==> config.mk <==
export PLATFORM = sky130hd
export DESIGN_NAME = mciir_coef_regs
export DESIGN_NICKNAME = d
export VERILOG_FILES = /design/src/rtl/mciir_pkg.sv /design/src/rtl/mciir_coef_regs.sv
export SDC_FILE = /design/constraint.sdc
export NUM_CORES = 1
export LEC_CHECK = 0
export BUFFER_PORTS_ARGS = -buffer_cell sky130_fd_sc_hd__buf_2
export CAP_MARGIN = 0
export CORE_MARGIN = 2
export CORE_UTILIZATION = 29
export CTS_CLUSTER_SIZE = 25
export DETAILED_ROUTE_END_ITERATION = 12
export SYNTH_ARGS = -nofsm -noshare
export SYNTH_HDL_FRONTEND = slang
export SYNTH_SLANG_ARGS = --single-unit
export TNS_END_PERCENT = 30
==> constraint.sdc <==
create_clock -name clk -period 0.8 [get_ports clk]
set_clock_uncertainty 0.1 [all_clocks]
set_input_delay 0.04 -clock clk [delete_from_list [all_inputs] [get_ports clk]]
set_output_delay 0.04 -clock clk [all_outputs]
set_load 0.02 [all_outputs]
==> src/rtl/mciir_pkg.sv <==
// Shared types and constants for the multichannel IIR filter.
// No dependencies; every other file imports this package.
`default_nettype none

package mciir_pkg;

    localparam int SAMPLE_BITS    = 24;
    localparam int COEF_BITS      = 18;
    localparam int FRAC_BITS      = 16;
    localparam int CHAN_BITS      = 2;
    localparam int CFG_INDEX_BITS = 3;

    typedef logic signed [SAMPLE_BITS-1:0] sample_t;
    typedef logic signed [COEF_BITS-1:0]   coef_t;
    typedef logic [CHAN_BITS-1:0]          chan_t;
    typedef logic [CFG_INDEX_BITS-1:0]     cfg_index_t;

    // Coefficient register indexes
    localparam cfg_index_t REG_B0 = 3'd0;
    localparam cfg_index_t REG_B1 = 3'd1;
    localparam cfg_index_t REG_B2 = 3'd2;
    localparam cfg_index_t REG_A1 = 3'd3;
    localparam cfg_index_t REG_A2 = 3'd4;

    // Reset values, Q2.16
    localparam coef_t B0_RESET = 18'sd65536;
    localparam coef_t COEF_ZERO = 18'sd0;

    // func field codes
    localparam logic FUNC_FILTER = 1'b0;
    localparam logic FUNC_CLEAR  = 1'b1;

    typedef struct packed {
        coef_t b0;
        coef_t b1;
        coef_t b2;
        coef_t a1;
        coef_t a2;
    } coef_set_t;

endpackage

`default_nettype wire

==> src/rtl/mciir_coef_regs.sv <==
// Coefficient register file, written through the plain config write port.
// Depends on mciir_pkg.
`default_nettype none

module mciir_coef_regs (
    input  wire logic                  clk,
    input  wire logic                  rst_n,
    input  wire logic                  cfg_we,
    input  wire mciir_pkg::cfg_index_t cfg_index,
    input  wire mciir_pkg::coef_t      cfg_data,
    output mciir_pkg::coef_set_t       coefs
);
    import mciir_pkg::*;

    coef_set_t coefs_reg;
    coef_set_t coefs_next;

    always_comb
    begin
        coefs_next = coefs_reg;
        if (cfg_we)
        begin
            case (cfg_index)
                REG_B0:  coefs_next.b0 = cfg_data;
                REG_B1:  coefs_next.b1 = cfg_data;
                REG_B2:  coefs_next.b2 = cfg_data;
                REG_A1:  coefs_next.a1 = cfg_data;
                REG_A2:  coefs_next.a2 = cfg_data;
                default: coefs_next = coefs_reg;
            endcase
        end
    end

    always_ff @(posedge clk or negedge rst_n)
    begin
        if (!rst_n)
        begin
            coefs_reg.b0 <= B0_RESET;
            coefs_reg.b1 <= COEF_ZERO;
            coefs_reg.b2 <= COEF_ZERO;
            coefs_reg.a1 <= COEF_ZERO;
            coefs_reg.a2 <= COEF_ZERO;
        end
        else
        begin
            coefs_reg <= coefs_next;
        end
    end

    assign coefs = coefs_reg;

endmodule

`default_nettype wire

==> results.ini, run 1 <==
[outcome]
status = finished, violations left
failed_checks = negative hold slack, negative setup slack

[timing]
finalHoldViolCount = 98
finalWorstSetupSlack_ps = -330
fin_crit_sh_pct = 141
min_period_ps = 1130
worst_pin_slew_ps = 315
rsz0062_at_grt = yes
maxSlewViolCount = 0
holdWs_ps = -102
fmax_ghz = 0.885
relSlewSlack_pct = 79.0
setup_viol = 180

[job]
cap_violations = 0

[power_and_ir_drop]
power_leakage_uw = 0.00288
vdd_ir_drop_max_v = 0.00175
power_density_nw_per_um2 = 2850

[layout]
final_common_cell = buf_6
antenna_cells = 0
multi_input_area_um2 = 1340
fill_cells = 951
num-nets-final = 411
largest_reg_flops = 90
drive_gt1_share_pct = 76.2
seq_area_um2 = 2250
area_growth_pct = 74.2
final_cell_mix = 115 x buf_6, 89 x dfrtp_1, 60 x mux2_4, 36 x buf_4, 31 x buf_2
fin_area_um2 = 5930

[logic_synthesis]
yosys.area.top_type = dfrtp_1
syn_nets = 217
syn_inst = 193
netlist_top_cells_area = dfrtp_1 65%, mux2_2 30%, buf_6 0.99%
synth-seq-cells = 90
synth.avg_cell_area_um2 = 17.6
yosysWarnings = 0
ys_seq_area_share_pct = 66.2
yosysUniqueCellTypes = 10
synth_top_area_share_pct = 65.4
syn-cell-area_um2 = 3400

[critical_path]
crit_type = flop to output port
path_cells = buf_6, buf_6
cp-start-kind = flop
critical-path-top-delay-family = flip-flops
slowest_delay_ps = 410
path_common_cell = buf_6
critPathBufInv = 2
crit_slowest_cell = dfrtp_1
critical_path.max_fanout = 2
cp-end-kind = output port
crit_arrival_ps = 990
worstPathRequired_ps = 660

[cts]
clock_latency_ps = 330
cts_buffer_depth = 2
clockRootBuffer = clkbuf_16
cts_tree = yes
clk_pin_slew_worst_paths_ps = 60
numCtsBuffers = 9
holdBufCountCts = 1
cts_htree_levels = 3
cts_sinks = 90

[detailed_routing]
via_per_inst = 4.54
num_vias = 2422
wl_per_cell_um = 17.2
ant_nets = 0
first_pass_iters = 4
drt_iter0_markers = 88
drc = 0
drt-total-wl_mm = 9.18

[global_routing]
antenna_found_initial = 0
gr-total-overflow = 0
grt_use_total_pct = 14.8
grt_pass1_wl_mm = 14.4
grt_pass1_vias = 2624
grt_max_degree = 39

[placed_design]
io_buffers = 113
dp_hpwl_mm = 5.80
post-place-ws_ps = -553
post_dp_cell_area_um2 = 4570
gp_congestion = 0.771

[floorplanning]
start_util_pct = 29.8
die_area_um2 = 12600
fp.dieH_um = 112
core.rowCount = 39
placeableCoreArea_um2 = 11400
io_pins = 114
die_w_um = 112

[min_path]
min_path_type = input pin to flop

==> power by group <==
part	leakage, µW	internal, µW	switching, µW
Clock	0.000136	2490	1650
Combinational	0.00166	3930	2530
Sequential	0.00108	5570	731
Total	0.00288	12000	4900
==> per-layer routing <==
layer / GRT usage, % / share of wire [%]
met1: 20.7 / 47
met5: 0 / 0
met4: 6.10 / 0.99
met2: 21.8 / 46
met3: 4.32 / 5.9
==> synth_stat cells <==
master and count:
buf_2 3, nor4b_4 1, mux2_2 90, dfstp_2 1
buf_6 3, and4bb_2 2, buf_4 2, nor4bb_1 1
dfrtp_1 89, nand4b_2 1
==> layout make-up <==
class	instances	share of cell area, %
multi-input cells	95	22.5
flip-flops and latches	90	38.0
clock buffers	13	4.22
clock inverters	2	0.633
repair buffers	191	31.6
well taps	143	3.02
==> stage by stage <==
stage	hold slack [ps]	setup TNS, ps	power [µW]	util [%]	cells
floorplan	-356	-26890	8450	-	193
global placement	-196	-43080	10400	40.1	487
detailed placement	-194	-43920	10500	40.1	487
CTS	-123	-33240	16400	49.4	522
global route	-111	-37860	17700	51.9	534
finish	-102	-33210	16900	51.9	534
==> logic make-up (layout without fill, tap and decap cells) <==
group,count (synthesis),in the layout,share of synthesized area [%]
multiplexers,90,90,29.8
flip-flops,90,90,66.2
buffers and inverters,8,206,1.87
AND/OR/NAND/NOR,5,5,2.17
==> final timing paths <==
kind,startpoint,end,slack [ps],depth (start not counted)
max,coefs[85],coefs[85],-330,2
min,cfg_data[5],coefs[59],-100,2
max reg2reg,coefs[63],coefs[63],-210,2
min reg2reg,coefs[8],coefs[8],410,1
max in group asynchronous,rst_n,coefs[75],140,3
min in group asynchronous,rst_n,coefs[28],-10,2
==> what timing repair did <==
item / in CTS / in global routing
pin swaps: 1 / 2
resized for setup: 185 / 61
setup buffers: 19 / 12
endpoints found under the hold margin: 180 / 93
gates cloned: 0 / 0
endpoints found under the setup margin: 180 / 180
(Power assumes the default switching activity.)
==> inputs of run 2 (changes only) <==
--- a/config.mk
+++ b/config.mk
@@ -5,11 +5,12 @@
 export SDC_FILE = /design/constraint.sdc
 export NUM_CORES = 1
 export LEC_CHECK = 0
-export BUFFER_PORTS_ARGS = -buffer_cell sky130_fd_sc_hd__buf_2
+export ABC_AREA = 1
+export BUFFER_PORTS_ARGS = -buffer_cell sky130_fd_sc_hd__buf_4
 export CAP_MARGIN = 0
 export CORE_MARGIN = 2
 export CORE_UTILIZATION = 29
-export CTS_CLUSTER_SIZE = 25
+export CTS_CLUSTER_SIZE = 16
 export DETAILED_ROUTE_END_ITERATION = 12
 export SYNTH_ARGS = -nofsm -noshare
 export SYNTH_HDL_FRONTEND = slang
==> run 2 against run 1 <==
Net effect: the flow still finishes with violations (negative hold slack, negative setup slack); via count increased by 36%; routed wire length increased by 20%; synthesized cell count increased by 110%; critical path type unchanged.
==> results.ini, run 2 <==
[cts]
numCtsBuffers = 9  ; unchanged
holdBufCountCts = 19  ; +18
cts_tree = yes
cts_htree_levels = 3  ; unchanged
clk_pin_slew_worst_paths_ps = 70  ; about the same
cts_buffer_depth = 2  ; unchanged
cts_sinks = 90  ; unchanged
clockRootBuffer = clkbuf_16
clock_latency_ps = 350  ; +20 ps

[critical_path]
cp-start-kind = flop
cp-end-kind = output port
critPathBufInv = 1  ; -1
critical-path-top-delay-family = flip-flops
path_cells = buf_6
crit_type = flop to output port
worstPathRequired_ps = 660  ; about the same
crit_slowest_cell = dfstp_2
slowest_delay_ps = 540  ; +130 ps
critical_path.max_fanout = 2  ; unchanged
crit_arrival_ps = 1010  ; +20 ps

[logic_synthesis]
synth-seq-cells = 90  ; unchanged
syn-cell-area_um2 = 3680  ; +8.0%
netlist_top_cells_area = dfrtp_1 61%, nand2_1 21%, nand3_1 9.8%
synth.avg_cell_area_um2 = 9.24  ; -48%
syn_inst = 398  ; +110%
synth_top_area_share_pct = 60.6  ; -4.9 points
yosysUniqueCellTypes = 15  ; +5
ys.flop_type = dfrtp_1
yosys-top-cells-count = 201 x nand2_1, 89 x dfrtp_1, 72 x nand3_1
yosys.area.top_type = dfrtp_1
yosysMostFrequentCell = nand2_1
ys_seq_area_share_pct = 61.3  ; -4.9 points
synthArstFlopShare_pct = 100  ; unchanged
synth_edf_count = 0  ; unchanged
syn_nets = 422  ; +94%
yosysWarnings = 0  ; unchanged

[power_and_ir_drop]
power.switching_uw = 4840  ; -1.3%
switching_share_pct = 31.0  ; +2.0 points
comb_power_share_pct = 31.5  ; -6.7 points
power_leakage_uw = 0.00315  ; +9.5%
power_density_nw_per_um2 = 2620  ; -8.1%
p_int_uw = 10800  ; -10%
vdd_ir_drop_max_v = 0.00119  ; -32%
seqPwrFrac_pct = 39.1  ; +1.8 points
pwr-share-clk_pct = 29.4  ; +4.9 points

[detailed_routing]
num_vias = 3297  ; +36%
drt-total-wl_mm = 11.0  ; +20%
drc = 0  ; unchanged
wl_per_cell_um = 14.6  ; -15%
ant_nets = 0  ; unchanged
via_per_inst = 4.39  ; -3.2%
first_pass_iters = 4  ; unchanged
drt_iter0_markers = 208  ; +140%

[floorplanning]
fp.dieH_um = 117  ; +3.8%
io_pins = 114  ; unchanged
core.rowCount = 41  ; +5.1%
start_util_pct = 29.4  ; -0.44 points
die_area_um2 = 13600  ; +7.7%
placeableCoreArea_um2 = 12500  ; +9.6%
die_w_um = 117  ; +3.8%

[outcome]
failed_checks = negative hold slack, negative setup slack
status = finished, violations left

[placed_design]
gp_congestion = 0.780  ; +1.1%
dp_hpwl_mm = 7.53  ; +30%
io_buffers = 113  ; unchanged
post_dp_cell_area_um2 = 4860  ; +6.3%

[timing]
maxSlewViolCount = 0  ; unchanged
worst_pin_slew_ps = 380  ; +65.6 ps
rsz0062_at_grt = yes
holdWs_ps = -71.3  ; +30.7 ps
setup_viol = 116  ; -36%
fmax_ghz = 0.873  ; -1.3%
fin_crit_sh_pct = 143  ; +1.9 points
finalWorstSetupSlack_ps = -345  ; -15.2 ps
relSlewSlack_pct = 74.5  ; -4.4 points
min_period_ps = 1150  ; +15.2 ps
finalHoldViolCount = 6  ; -94%

[layout]
antenna_cells = 0  ; unchanged
num-nets-final = 598  ; +45%
final_cell_mix = 194 x nand2_1, 91 x buf_6, 89 x dfrtp_1, 70 x nand3_1, 65 x buf_4
area_growth_pct = 61.8
largest_reg_flops = 90  ; unchanged
drive_gt1_share_pct = 35.2  ; -41 points
final_common_cell = nand2_1
fin_area_um2 = 5950  ; +0.34%

[global_routing]
gr-total-overflow = 0  ; unchanged
grt_use_total_pct = 17.2  ; +2.4 points
grt_pass1_wl_mm = 17.3  ; +20%
grt_max_degree = 40  ; +2.6%
antenna_found_initial = 0  ; unchanged
grt_pass1_vias = 3313  ; +26%

[job]
cap_violations = 0  ; unchanged

[min_path]
min_path_type = input pin to flop

==> run 2: cell count changes in the layout (fill, tap and decap cells not counted), sizes merged, moves of 5 or more <==
cell         previous run  this run
dlygate4sd3             1        19
inv                     0         6
buf                   190       165
nand3                   0        72
nand2                   0       206
nor2                    0         5
mux2                   90         0
==> run 2: layout make-up <==
type                       count  area (µm²)
fill                        1203        6570
sequential                    90        2250
inverter                       6        30.0
timing repair buffer         184        1880
tap                          172         215
clock inverter                 5        77.6
clock buffer                  11         243
multi-input combinational    283        1250
==> run 2: layer usage <==
metal	GRT usage [%]	routed length, µm	vias up
met5	0	0	-
met1	21.5	4850	1578
met2	27.7	5260	100
met3	6.07	677	14
met4	6.20	212	0
li1	-	-	1605
==> run 2: logic make-up (layout without fill, tap and decap cells) <==
kind of cell | count (synthesis) | after routing | share of synthesized area (%)
AND/OR/NAND/NOR | 283 | 283 | 33.1
flip-flops | 90 | 90 | 61.3
buffers and inverters | 25 | 206 | 5.58
==> run 2: worst paths after layout <==
kind                            depth (start not counted)          from  slack, ps   endpoint
worst min register to register                          2     coefs[88]        370  coefs[88]
max in group asynchronous                               3         rst_n        120  coefs[78]
min in group asynchronous                               2         rst_n          0  coefs[63]
worst max-delay path                                    1     coefs[88]       -350  coefs[88]
worst min-delay path                                    4  cfg_index[1]        -70  coefs[59]
worst max register to register                          4      coefs[6]       -190   coefs[6]
==> run 2: worst reg2reg max path: stages, from the launching register on <==
cell and delay [ps]:
dfrtp_1 410, buf_4 150, buf_4 120, nand2_1 50, nand2_1 60
==> run 2: stage by stage <==
stage                     util, %  power [µW]  cells  TNS (ps)  setup WS (ps)
after global placement       38.9        9890    687    -19500           -258
after global routing         47.5       16400    751    -25510           -380
after CTS                    46.6       15500    737    -22480           -366
after detailed placement     38.9        9960    687    -20510           -280
after floorplan                 -        7880    398     -1960           -111
final                        47.5       15600    751    -21680           -345
==> run 2: repair_timing <==
item,in CTS,in global routing
endpoints found under the hold margin,180,2
pin swaps,3,3
setup endpoints to repair,90,106
resized for setup,92,6
setup buffers,15,14
==> run 2: power groups by stage <==
stage               clock (µW)  combinational [µW]  sequential [µW]
global route              4920                5310             6180
detailed placement           0                3930             6020
floorplan                    0                 880             7000
finish                    4590                4910             6100
CTS                       4700                4750             6100
global placement             0                3870             6020
